[config.mk]
export PLATFORM = sky130hd
export DESIGN_NAME = servo_gripper_grasp_fsm_top
export DESIGN_NICKNAME = d
export VERILOG_FILES = /design/src/rtl/sggf_pkg.sv /design/src/rtl/sggf_cfg.sv /design/src/rtl/sggf_in_stage.sv /design/src/rtl/sggf_core.sv /design/src/rtl/sggf_out_stage.sv /design/src/rtl/servo_gripper_grasp_fsm_top.sv
export SDC_FILE = /design/constraint.sdc
export NUM_CORES = 1
export LEC_CHECK = 0
export BUFFER_PORTS_ARGS = -buffer_cell sky130_fd_sc_hd__buf_2
export CELL_PAD_IN_SITES_DETAIL_PLACEMENT = 0
export CELL_PAD_IN_SITES_GLOBAL_PLACEMENT = 1
export CORE_UTILIZATION = 47
export DETAILED_ROUTE_END_ITERATION = 8
export MAX_ROUTING_LAYER = met4
export PLACE_DENSITY = 0.83
export SLEW_MARGIN = 20
export SYNTH_ARGS = -nofsm -noshare
export SYNTH_HDL_FRONTEND = slang
export SYNTH_SLANG_ARGS = --single-unit
[constraint.sdc]
create_clock -name clk -period 6.7 [get_ports clk]
set_input_delay 0.335 -clock clk [delete_from_list [all_inputs] [get_ports clk]]
set_output_delay 0.335 -clock clk [all_outputs]
set_load 0.01 [all_outputs]
[src/rtl/sggf_pkg.sv]
// Shared types, constants and codes for the gripper grasp sequencer.
`default_nettype none

package sggf_pkg;

    // Force sample width and the width used to compare it with the limit
    localparam int PRESSURE_BITS = 10;
    localparam int LIMIT_BITS    = 10;
    localparam int PRESS_CMP_W   = (PRESSURE_BITS > LIMIT_BITS) ? PRESSURE_BITS : LIMIT_BITS;

    // Configuration port
    localparam int CFG_W     = 16;
    localparam int CFG_IDX_W = 2;

    typedef enum logic [CFG_IDX_W-1:0] {
        CFG_PRESSURE_LIMIT = 2'd0,
        CFG_HOLD_WAIT_MS   = 2'd1,
        CFG_OPEN_ANGLE     = 2'd2,
        CFG_CLOSE_LIMIT    = 2'd3
    } cfg_idx_t;

    // Register reset values
    localparam logic [LIMIT_BITS-1:0] PRESSURE_LIMIT_RST = LIMIT_BITS'(512);
    localparam logic [15:0]           HOLD_WAIT_MS_RST   = 16'd8000;
    localparam logic [7:0]            OPEN_ANGLE_RST     = 8'd180;
    localparam logic [7:0]            CLOSE_LIMIT_RST    = 8'd100;
    localparam logic [7:0]            ANGLE_RST          = 8'd120;
    localparam logic [7:0]            ANGLE_MAX          = 8'd255;

    // Host command codes; all others mean no command
    localparam logic [2:0] CMD_GRIP    = 3'd1;
    localparam logic [2:0] CMD_RELEASE = 3'd2;
    localparam logic [2:0] CMD_RESET   = 3'd3;

    typedef enum logic [2:0] {
        MODE_INIT  = 3'd0,
        MODE_IDLE  = 3'd1,
        MODE_CLOSE = 3'd2,
        MODE_HOLD  = 3'd3,
        MODE_POPEN = 3'd4,
        MODE_END   = 3'd5
    } mode_t;

    typedef enum logic [1:0] {
        EV_NONE     = 2'd0,
        EV_INIT     = 2'd1,
        EV_GRIPPED  = 2'd2,
        EV_PLACED   = 2'd3
    } event_t;

    typedef struct packed {
        logic [PRESSURE_BITS-1:0] pressure;
        logic [2:0]               command;
        logic [31:0]              now_ms;
    } in_item_t;

    typedef struct packed {
        logic [7:0] servo_angle;
        logic       servo_write;
        mode_t      mode;
        event_t     event_res;
    } out_item_t;

    typedef struct packed {
        logic [LIMIT_BITS-1:0] pressure_limit;
        logic [15:0]           hold_wait_ms;
        logic [7:0]            open_angle;
        logic [7:0]            close_limit;
    } cfg_t;

    // Handshake between the pipeline stages
    typedef struct packed {
        logic item_valid;   // input register holds an item
        logic advance;      // result register can take a new item
    } step_ctrl_t;

endpackage

`default_nettype wire

[src/rtl/sggf_cfg.sv]
// Configuration registers of the gripper grasp sequencer.
`default_nettype none

module sggf_cfg (
    input  wire logic                           clk,
    input  wire logic                           rst_n,
    input  wire logic                           cfg_we,
    input  wire logic [sggf_pkg::CFG_IDX_W-1:0] cfg_index,
    input  wire logic [sggf_pkg::CFG_W-1:0]     cfg_data,
    output sggf_pkg::cfg_t                      cfg
);
    import sggf_pkg::*;

    cfg_t cfg_reg;

    // Register writes, truncated to each register's width
    always_ff @(posedge clk or negedge rst_n)
    begin
        if (!rst_n)
        begin
            cfg_reg.pressure_limit <= PRESSURE_LIMIT_RST;
            cfg_reg.hold_wait_ms   <= HOLD_WAIT_MS_RST;
            cfg_reg.open_angle     <= OPEN_ANGLE_RST;
            cfg_reg.close_limit    <= CLOSE_LIMIT_RST;
        end
        else if (cfg_we)
        begin
            unique case (cfg_index)
                CFG_PRESSURE_LIMIT: cfg_reg.pressure_limit <= cfg_data[LIMIT_BITS-1:0];
                CFG_HOLD_WAIT_MS:   cfg_reg.hold_wait_ms   <= cfg_data[15:0];
                CFG_OPEN_ANGLE:     cfg_reg.open_angle     <= cfg_data[7:0];
                CFG_CLOSE_LIMIT:    cfg_reg.close_limit    <= cfg_data[7:0];
                default:            cfg_reg <= cfg_reg;
            endcase
        end
    end

    assign cfg = cfg_reg;

endmodule

`default_nettype wire

[src/rtl/sggf_in_stage.sv]
// Input register of the gripper grasp sequencer.
`default_nettype none

module sggf_in_stage (
    input  wire logic                clk,
    input  wire logic                rst_n,
    input  wire logic                in_valid,
    output logic                     in_stall,
    input  wire sggf_pkg::in_item_t  in_data,
    input  wire logic                advance,
    output sggf_pkg::step_ctrl_t     ctrl,
    output sggf_pkg::in_item_t       item
);
    import sggf_pkg::*;

    logic     valid_reg;
    in_item_t item_reg;

    // Hold the item while the result side cannot move
    assign in_stall = valid_reg & ~advance;

    always_ff @(posedge clk or negedge rst_n)
    begin
        if (!rst_n)
        begin
            valid_reg <= 1'b0;
        end
        else if (!in_stall)
        begin
            valid_reg <= in_valid;
        end
    end

    // Payload needs no reset
    always_ff @(posedge clk)
    begin
        if (in_valid && !in_stall)
        begin
            item_reg <= in_data;
        end
    end

    assign ctrl.item_valid = valid_reg;
    assign ctrl.advance    = advance;
    assign item            = item_reg;

endmodule

`default_nettype wire

[src/rtl/sggf_core.sv]
// Mode sequencer: state registers and the per-step next-state logic.
`default_nettype none

module sggf_core (
    input  wire logic              clk,
    input  wire logic              rst_n,
    input  wire sggf_pkg::step_ctrl_t ctrl,
    input  wire sggf_pkg::in_item_t   item,
    input  wire sggf_pkg::cfg_t       cfg,
    output sggf_pkg::out_item_t    result
);
    import sggf_pkg::*;

    mode_t       mode_reg,         mode_next;
    logic [7:0]  angle_reg,        angle_next;
    logic        contact_seen_reg, contact_seen_next;
    logic [31:0] contact_time_reg, contact_time_next;
    logic        contact_flag_next;

    logic                   step_en;
    logic [PRESS_CMP_W-1:0] press_cmp;
    logic [PRESS_CMP_W-1:0] limit_cmp;
    logic                   firm;
    logic                   press_zero;
    logic [8:0]             floor_9;
    logic [7:0]             clamp_angle;
    logic [7:0]             dec_angle;
    logic [8:0]             inc_9;
    logic [7:0]             inc_sat;
    logic                   dec_ok;
    logic [31:0]            deadline;
    logic                   hold_done;

    assign step_en = ctrl.item_valid & ctrl.advance;

    // Shared arithmetic for the step
    assign press_cmp   = PRESS_CMP_W'(item.pressure);
    assign limit_cmp   = PRESS_CMP_W'(cfg.pressure_limit);
    assign firm        = press_cmp >= limit_cmp;
    assign press_zero  = (item.pressure == '0);
    assign floor_9     = {1'b0, cfg.close_limit} + 9'd1;
    assign clamp_angle = (cfg.close_limit == ANGLE_MAX) ? ANGLE_MAX : floor_9[7:0];
    assign dec_angle   = angle_reg - 8'd1;
    // angle - 1 above the floor, i.e. angle above floor + 1
    assign dec_ok      = {1'b0, angle_reg} > floor_9;
    assign inc_9       = {1'b0, angle_reg} + 9'd1;
    assign inc_sat     = inc_9[8] ? ANGLE_MAX : inc_9[7:0];

    // Contact time as it stands after this step's latch, then the hold timer
    always_comb
    begin
        contact_time_next = contact_time_reg;
        contact_seen_next = contact_seen_reg;
        if (mode_reg == MODE_CLOSE && firm && !contact_seen_reg)
        begin
            contact_time_next = item.now_ms;
            contact_seen_next = 1'b1;
        end
    end

    assign deadline  = contact_time_next + {16'd0, cfg.hold_wait_ms};
    assign hold_done = item.now_ms > deadline;

    // Next mode, angle and result
    always_comb
    begin
        logic       seen_out;
        mode_next          = mode_reg;
        angle_next         = angle_reg;
        seen_out           = contact_seen_next;
        result.servo_write = 1'b0;
        result.event_res   = EV_NONE;
        result.servo_angle = angle_reg;

        unique case (mode_reg)
            MODE_INIT:
            begin
                if (angle_reg < cfg.open_angle)
                begin
                    result.servo_write = 1'b1;
                    result.servo_angle = angle_reg;
                    angle_next         = inc_sat;
                end
                else
                begin
                    result.event_res = EV_INIT;
                    mode_next        = MODE_IDLE;
                end
            end
            MODE_IDLE:
            begin
                if (item.command == CMD_GRIP)
                begin
                    mode_next = MODE_CLOSE;
                end
            end
            MODE_CLOSE:
            begin
                if (!firm && dec_ok)
                begin
                    angle_next         = dec_angle;
                    result.servo_write = 1'b1;
                    result.servo_angle = dec_angle;
                end
                else
                begin
                    if (hold_done)
                    begin
                        result.event_res = EV_GRIPPED;
                        mode_next        = MODE_HOLD;
                        seen_out         = 1'b0;
                    end
                    angle_next         = dec_ok ? dec_angle : clamp_angle;
                    result.servo_angle = angle_next;
                end
            end
            MODE_HOLD:
            begin
                if (item.command == CMD_RELEASE)
                begin
                    mode_next = MODE_POPEN;
                end
                else if (press_zero)
                begin
                    mode_next = MODE_END;
                end
            end
            MODE_POPEN:
            begin
                angle_next         = inc_sat;
                result.servo_angle = inc_sat;
                if (!press_zero && inc_9 < {1'b0, cfg.open_angle})
                begin
                    result.servo_write = 1'b1;
                end
                else
                begin
                    result.event_res = EV_PLACED;
                    mode_next        = MODE_END;
                end
            end
            MODE_END:
            begin
                if (item.command == CMD_RESET)
                begin
                    mode_next = MODE_INIT;
                end
            end
            default:
            begin
                mode_next = mode_reg;
            end
        endcase

        result.mode = mode_next;
        contact_flag_next = seen_out;
    end

    // State registers, updated once per step
    always_ff @(posedge clk or negedge rst_n)
    begin
        if (!rst_n)
        begin
            mode_reg         <= MODE_INIT;
            angle_reg        <= ANGLE_RST;
            contact_seen_reg <= 1'b0;
            contact_time_reg <= '0;
        end
        else if (step_en)
        begin
            mode_reg         <= mode_next;
            angle_reg        <= angle_next;
            contact_seen_reg <= contact_flag_next;
            contact_time_reg <= contact_time_next;
        end
    end

endmodule

`default_nettype wire

[src/rtl/sggf_out_stage.sv]
// Result register of the gripper grasp sequencer.
`default_nettype none

module sggf_out_stage (
    input  wire logic              clk,
    input  wire logic              rst_n,
    input  wire logic              item_valid,
    input  wire sggf_pkg::out_item_t result,
    output logic                   advance,
    output logic                   out_valid,
    input  wire logic              out_stall,
    output sggf_pkg::out_item_t    out_data
);
    import sggf_pkg::*;

    logic      valid_reg;
    out_item_t data_reg;

    // Take a new result when empty or when the held one transfers
    assign advance = ~valid_reg | ~out_stall;

    always_ff @(posedge clk or negedge rst_n)
    begin
        if (!rst_n)
        begin
            valid_reg <= 1'b0;
        end
        else if (advance)
        begin
            valid_reg <= item_valid;
        end
    end

    always_ff @(posedge clk)
    begin
        if (advance && item_valid)
        begin
            data_reg <= result;
        end
    end

    assign out_valid = valid_reg;
    assign out_data  = data_reg;

endmodule

`default_nettype wire

[src/rtl/servo_gripper_grasp_fsm_top.sv]
// The input register takes each item and the result register loads its step result once it can advance.
// One item per cycle while the result side is not stalled.
// A stalled result holds the result register and a full input register; the input side stalls only when both are
// full and the held result is stalled.
// Reset (rst_n low, asynchronous) sets init mode, angle 120, no contact, contact time 0,
// the configuration registers to their defaults and both stages empty.
// Top level of the gripper grasp sequencer.
`default_nettype none

module servo_gripper_grasp_fsm_top (
    input  wire logic                           clk,
    input  wire logic                           rst_n,
    input  wire logic                           in_valid,
    output logic                                in_stall,
    input  wire sggf_pkg::in_item_t             in_data,
    output logic                                out_valid,
    input  wire logic                           out_stall,
    output sggf_pkg::out_item_t                 out_data,
    input  wire logic                           cfg_we,
    input  wire logic [sggf_pkg::CFG_IDX_W-1:0] cfg_index,
    input  wire logic [sggf_pkg::CFG_W-1:0]     cfg_data
);
    import sggf_pkg::*;

    cfg_t       cfg;
    step_ctrl_t ctrl;
    in_item_t   item;
    out_item_t  result;
    logic       advance;

    sggf_cfg u_cfg (
        .clk       (clk),
        .rst_n     (rst_n),
        .cfg_we    (cfg_we),
        .cfg_index (cfg_index),
        .cfg_data  (cfg_data),
        .cfg       (cfg)
    );

    sggf_in_stage u_in (
        .clk      (clk),
        .rst_n    (rst_n),
        .in_valid (in_valid),
        .in_stall (in_stall),
        .in_data  (in_data),
        .advance  (advance),
        .ctrl     (ctrl),
        .item     (item)
    );

    sggf_core u_core (
        .clk    (clk),
        .rst_n  (rst_n),
        .ctrl   (ctrl),
        .item   (item),
        .cfg    (cfg),
        .result (result)
    );

    sggf_out_stage u_out (
        .clk        (clk),
        .rst_n      (rst_n),
        .item_valid (ctrl.item_valid),
        .result     (result),
        .advance    (advance),
        .out_valid  (out_valid),
        .out_stall  (out_stall),
        .out_data   (out_data)
    );

endmodule

`default_nettype wire

==> After elaboration in Yosys (flattened, before gate mapping) <==
Cells that the tools add are included.
{ "totals": {"elab_cells": 93, "register_bits": 147, "rom_bits": 0, "ramBits": 0, "in_bits": 68, "latchBits": 0, "n_memories": 0} }
{ "op_classes": {"addsub": 4, "eq_ne": 13, "div_mod_pow": 0, "magnitude_cmp": 5, "n_mux": 29, "shift": 0, "bitwise": 6, "reduce_logical": 19, "n_mul": 0} }
{ "op_table": {"columns": ["operator", "n"], "rows": [
  ["two-way mux 8 bit", 5],
  ["adder 32 x 16 -> 32 bit", 1],
  ["greater-than comparator 32 bit", 1],
  ["two-way mux 32 bit", 1],
  ["one-hot mux 9 bit (3 select lines)", 1],
  ["two-way mux 3 bit", 8],
  ["one-hot mux 8 bit (3 select lines)", 1],
  ["adder 8 x 1 -> 9 bit, second input constant", 2],
  ["one-hot mux 3 bit (6 select lines)", 1],
  ["equality test 3 x 2 -> 1 bit, second input constant", 4],
  ["greater-or-equal comparator 10 bit", 1],
  ["zero test 10 bit", 1],
  ["greater-than comparator 8 x 9 -> 1 bit", 1],
  ["< comparator 9 x 8 -> 1 bit", 1],
  ["equality test 8 bit, second input constant", 1],
  ["< comparator 8 bit", 1],
  ["two-way mux 1 bit", 8],
  ["AND reduction 2 bit", 4],
  ["subtractor 8 x 1 -> 8 bit, second input constant", 1],
  ["equality test 3 x 1 -> 1 bit, second input constant", 2],
  ["equality test 3 bit, second input constant", 2],
  ["logical AND 1 bit", 6],
  ["two-way mux 2 bit", 3],
  ["one-hot mux 2 bit (3 select lines)", 1],
  ["11 further kinds", 18]
]} }

==> Longest topological paths before layout <==
{ "logic_depth": {"word_depth": 9, "mapped_depth": 30, "depth_no_buf": 28} }

==> Modules after synthesis <==
Synthesis repeated with hierarchy kept, for this count alone.
{ "unflattened": {"cells_unflattened": 858, "hier_area_um2": 9221.3} }
{ "modules_own_cells": {"columns": ["module", "cells_per_inst", "seq_area_each_um2", "area_per_inst_um2", "instances"], "rows": [
  ["sggf_core", 698, 1106.1, 5674.2, 1],
  ["sggf_cfg", 90, 1068.5, 1655.3, 1],
  ["sggf_in_stage", 52, 1376.3, 1423.9, 1],
  ["sggf_out_stage", 18, 445.4, 467.9, 1]
]} }

==> Least setup slack after synthesis <==
No wires, ideal clock.
{ "synth_timing": {"path_kind": "register to register", "startpoint": "register u_in.item_reg, in the netlist u_in.item[38]", "endpoint": "register u_out.data_reg, in the netlist u_out.out_data[2], data pin", "setup_time_ps": 274, "path_slack_ps": 968, "period_less_slack_ps": 5732, "required_time_ps": 6426, "path_stages_with_launch": 29, "path_buffers": 2, "t_arrival_ps": 5458, "cell_sequence": "edfxtp_1 -> ha_1 -> a211o_1 -> o211ai_1 -> o21ai_1 -> a21oi_2 -> buf_6 -> clkinv_1 -> buf_1 -> nand2_1 -> nand2_1 -> ha_1 -> a21o_1 -> a31oi_1 -> a21boi_0 -> a21oi_1 -> o21ai_0 -> nand2_2 -> nor4_1 -> xor2_1 -> mux2i_1 -> ha_1 -> a21o_1 -> a21o_1 -> a21oi_1 -> o21ai_0 -> a221o_1 -> o211ai_1 -> nand3_1"} }
{ "synth_lines": {"columns": ["item", "line", "rtl"], "rows": [
  ["start, declared", "sggf_in_stage.sv:17", "in_item_t item_reg;"],
  ["start signal, assigned", "sggf_in_stage.sv:39", "item_reg <= in_data;"],
  ["end signal, assigned", "sggf_out_stage.sv:38", "data_reg <= result;"],
  ["end, declared", "sggf_out_stage.sv:17", "out_item_t data_reg;"]
]} }

==> impl_table.tex <==
\begin{tabular}{lr}
\hline
Metric & Value \\
\hline
\multicolumn{2}{l}{\textbf{STA}} \\
Slew @ Worst Pin & 0.921 ns \\
Count of final setup violators & 0 \\
Hold violation total from the final report & 0 \\
Relative slew slack & 0.384 \\
Pins Over Slew Limit & 0 \\
Fin crit period & 6.03 ns \\
Setup repair after global routing missed its margin & false \\
Final worst-path cycle share & 0.899 \\
Final worst hold slack & 0.0824 ns \\
Highest attainable clock frequency & 166 MHz \\
Worst clock skew & 0.0102 ns \\
Post-route setup TNS & 0 ns \\
\multicolumn{2}{l}{\textbf{Detailed routing}} \\
Antenna-violating nets left & 0 \\
Detailed-router iteration count before antenna repair & 5 \\
Vias & 6921 \\
Total Wirelength & 20.7 mm \\
Total DRC errors in the routed layout & 0 \\
Final routed wire length divided by cell count & 16.3 um \\
Starting DRC count in detailed routing & 456 \\
Mean number of vias per cell & 5.46 \\
\multicolumn{2}{l}{\textbf{Cells and area}} \\
Count of filler cells inserted in the layout & 1685 \\
Sequential cell area in the final layout & 4000 um2 \\
Multi-input gate area & 4840 um2 \\
Flip-flop count of the largest register after layout & 45 \\
Number of antenna cells inserted & 0 \\
Share of cells above drive strength 1 & 0.210 \\
Area growth, synth to finish & 14.9\% \\
Total Nets Final & 1146 \\
\multicolumn{2}{l}{\textbf{Global route}} \\
Overflow after GRT & 0 \\
Initial antenna violation count & 0 \\
Number of global-route vias before repair & 6680 \\
Maximum number of pins on one net before global-route repair & 72 \\
Wire length of the first global-routing pass & 34.5 mm \\
Total global routing track utilization & 0.230 \\
\multicolumn{2}{l}{\textbf{Clocking}} \\
Clock-pin slew of the registers on the worst-case setup and hold paths & 0.06 ns \\
Buffer type at the clock tree root & clkbuf\_16 \\
CTS tree & done \\
Deepest clock path buffer count & 2 \\
Clock insertion delay at the later pin of the skew report & 0.43 ns \\
Number of buffers added by the clock tree synthesis step & 17 \\
Count of clock tree sinks & 147 \\
H-Tree Depth & 4 \\
\multicolumn{2}{l}{\textbf{Synthesis}} \\
Sequential-to-total area share from yosys stat & 0.440 \\
Net Count, Synth & 1057 \\
Number of flip-flops and latches in the synthesized netlist & 147 \\
Primary flip-flop cell chosen by synthesis mapping & dfrtp\_1 \\
Largest cells by area after synthesis & edfxtp\_1 20\%, dfrtp\_1 19\%, ha\_1 11\%, nand2\_1 6.4\%, mux2\_2 6.2\% \\
Cell area after synthesis & 9070 um2 \\
Post-synth EDFFs & 59 \\
Cell accounting for the most synthesized area & edfxtp\_1 \\
Average instance area after synthesis & 10.0 um2 \\
Number of instances in the synthesized netlist & 905 \\
Post-synth top area share & 0.195 \\
Library cells used by synthesis & 60 \\
Asr flop ratio synth & 0.599 \\
YS warnings & 0 \\
\multicolumn{2}{l}{\textbf{Pwr}} \\
Cell internal pwr & 2.64 mW \\
Power dissipated by switching net loads & 1.65 mW \\
Sequential fraction of design power & 0.337 \\
Part of the power in the clock network & 0.216 \\
Switching power share of the total & 0.385 \\
Comb pwr share & 0.447 \\
Leak & 4.81 nW \\
Peak ir drop on the vdd network & 0.000204 V \\
Power Dens Cells & 411 nW/um2 \\
\multicolumn{2}{l}{\textbf{Critical path}} \\
Crit path DAT & 6.19 ns \\
Nature of the critical path endpoint & register \\
Length in cells of the worst reg-to-reg path & 25 \\
Startpoint of the worst register-to-register path & u\_core.mode\_reg[1] \\
Worst reg2reg setup slack & 0.67 ns \\
Critical path class & register to register \\
Nature of the critical path startpoint & register \\
R2R Path End & u\_out.out\_data[2] \\
Peak fanout along the critical path & 14 \\
Critical path required time & 6.86 ns \\
\multicolumn{2}{l}{\textbf{Floorplanning}} \\
Standard-cell rows & 50 \\
Initial core utilization & 0.482 \\
CORE AREA & 18800 um2 \\
Floorplan die area & 19900 um2 \\
Total I/O pin count & 84 \\
Die span in y & 141 um \\
Floorplan die width & 141 um \\
\multicolumn{2}{l}{\textbf{Min path}} \\
Hold path endpoint & u\_in.item[20] \\
Path type of the worst min-delay path & input port to register \\
Number of cells traversed by the worst hold path & 1 \\
Critical hold path startpoint & in\_data[20] \\
\multicolumn{2}{l}{\textbf{Status}} \\
Outcome & finished clean \\
\multicolumn{2}{l}{\textbf{Placement}} \\
Post-detailed-placement half-perimeter wirelength & 15.0 mm \\
Final RePlAce weighted congestion & 0.877 \\
IO Port Bufs & 83 \\
\multicolumn{2}{l}{\textbf{Job}} \\
Max cap viols & 0 \\
\hline
\end{tabular}
## layer usage
layer | up-vias | track usage | share of wire
met2 | 154 | 0.372 | 0.48
li1 | 3445 | - | -
met1 | 3299 | 0.294 | 0.47
met5 | - | - | 0
met4 | 0 | 0.0852 | 0.019
met3 | 23 | 0.0309 | 0.034
## cell usage after synthesis (5+ instances only)
cell        n
a211oi_1    5
a21o_1     28
a21oi_1    51
a31oi_1     5
and3_1     10
buf_1       5
clkbuf_1   22
dfrtp_1    70
dfstp_2    18
edfxtp_1   59
ha_1       83
inv_1      34
mux2_2     50
mux2i_1    14
nand2_1   154
nand2b_1   11
nand3_1    28
nand3b_1    5
nand4_1    22
nor2_1     39
nor3_1     11
nor3b_1     5
nor4_1     10
o211ai_1    8
o21a_1      8
o21ai_0    44
xnor2_1    20
xor2_1     35
## worst max-delay path by stage
stage                             from                      end  slack (ns)  cells past startpoint
global placement         u_in.item[35]        u_out.out_data[2]        0.66                     28
finish              u_core.mode_reg[1]        u_out.out_data[2]        0.67                     25
global route        u_core.mode_reg[1]  u_core.contact_seen_reg        0.03                     24
detailed placement       u_cfg.cfg[32]        u_out.out_data[2]        0.49                     27
floorplan                u_in.item[38]        u_out.out_data[2]        0.97                     28
CTS                      u_cfg.cfg[32]  u_core.contact_seen_reg        0.44                     25
## repair_timing
item                                   in CTS  in global routing
gates resized for setup                     0                  1
hold buffers                                1                  0
buffers inserted                            0                  4
endpoints found under the hold margin      11                  0
setup endpoints to repair                   0                  4
## stage by stage
| stage | utilization | total power, mW | instances | setup WS (ns) | area (um2) |
|---|---|---|---|---|---|
| 5_1_grt | 0.553 | 4.65 | 1267 | 0.0285 | 10400 |
| 3_3_place_gp | 0.520 | 3.33 | 1230 | 0.658 | 9800 |
| 2_1_floorplan | - | 2.85 | 905 | 0.968 | 9070 |
| 3_5_place_dp | 0.520 | 3.36 | 1230 | 0.493 | 9800 |
| 4_1_cts | 0.552 | 4.30 | 1263 | 0.443 | 10400 |
| 6_report | 0.553 | 4.29 | 1267 | 0.674 | 10400 |
## cell usage in the layout (no fill, tap or decap), types with 4 or more instances in the layout
cell type	count
nand4_1	22
o211ai_1	8
mux2_2	50
nor3b_1	4
mux2i_1	14
buf_4	16
nand2b_1	11
nor3_1	11
a31oi_1	5
a21oi_1	51
nor4_1	10
and3_1	10
nand3_1	28
clkbuf_8	4
dfrtp_1	69
edfxtp_1	59
nor2b_1	4
xor2_1	35
nor2_1	39
nand2_1	154
clkbuf_16	19
a21o_1	28
o21ai_0	44
inv_1	34
o21a_1	8
nand3b_1	5
buf_2	82
a211oi_1	5
xnor2_1	20
ha_1	83
dfstp_2	18
## layout make-up
cell class,count,area share
Clock buffer,26,0.0520
Clock inverter,6,0.00396
Inverter,36,0.0130
Timing Repair Buffer,99,0.0519
Multi-Input combinational cell,693,0.464
Tap cell,260,0.0312
Sequential cell,147,0.384
## power groups by stage
stage / clock, mW / combinational [mW] / sequential (mW)
3_3_place_gp: 0 / 1.87 / 1.46
3_5_place_dp: 0 / 1.90 / 1.46
4_1_cts: 0.947 / 1.91 / 1.44
5_1_grt: 0.985 / 2.18 / 1.48
6_report: 0.927 / 1.92 / 1.45
2_1_floorplan: 0 / 1.49 / 1.36
## cell families (layout without fill, tap and decap cells)
kind of cell | Yosys count | count (layout) | synth area share
flops | 147 | 147 | 0.440
fa+ha+maj | 84 | 84 | 0.117
xor+xnor | 55 | 55 | 0.0531
mux | 65 | 65 | 0.0800
buf+inv | 65 | 167 | 0.0279
compound gates | 175 | 175 | 0.120
simple gates | 314 | 314 | 0.162
## worst max-delay path, stage by stage, from the launching register on
cell and delay (ns):
dfrtp_2 0.51, inv_2 0.14, or3_4 0.49, nor3_1 0.33, a21oi_4 0.10, buf_4 0.17
nand2_1 0.05, o21ai_0 0.10, ha_1 0.22, fa_1 0.40, a21o_1 0.19, a221oi_1 0.35
buf_4 0.19, o21ai_0 0.08, o211ai_1 0.21, o211ai_1 0.29, buf_4 0.22, and3_1 0.18
xor2_1 0.16, ha_1 0.29, a21o_1 0.16, a21oi_1 0.19, o21ai_0 0.12, a221o_1 0.35
o211ai_1 0.15, nand3_1 0.11
Note: power is estimated with default switching activity, not from simulation.
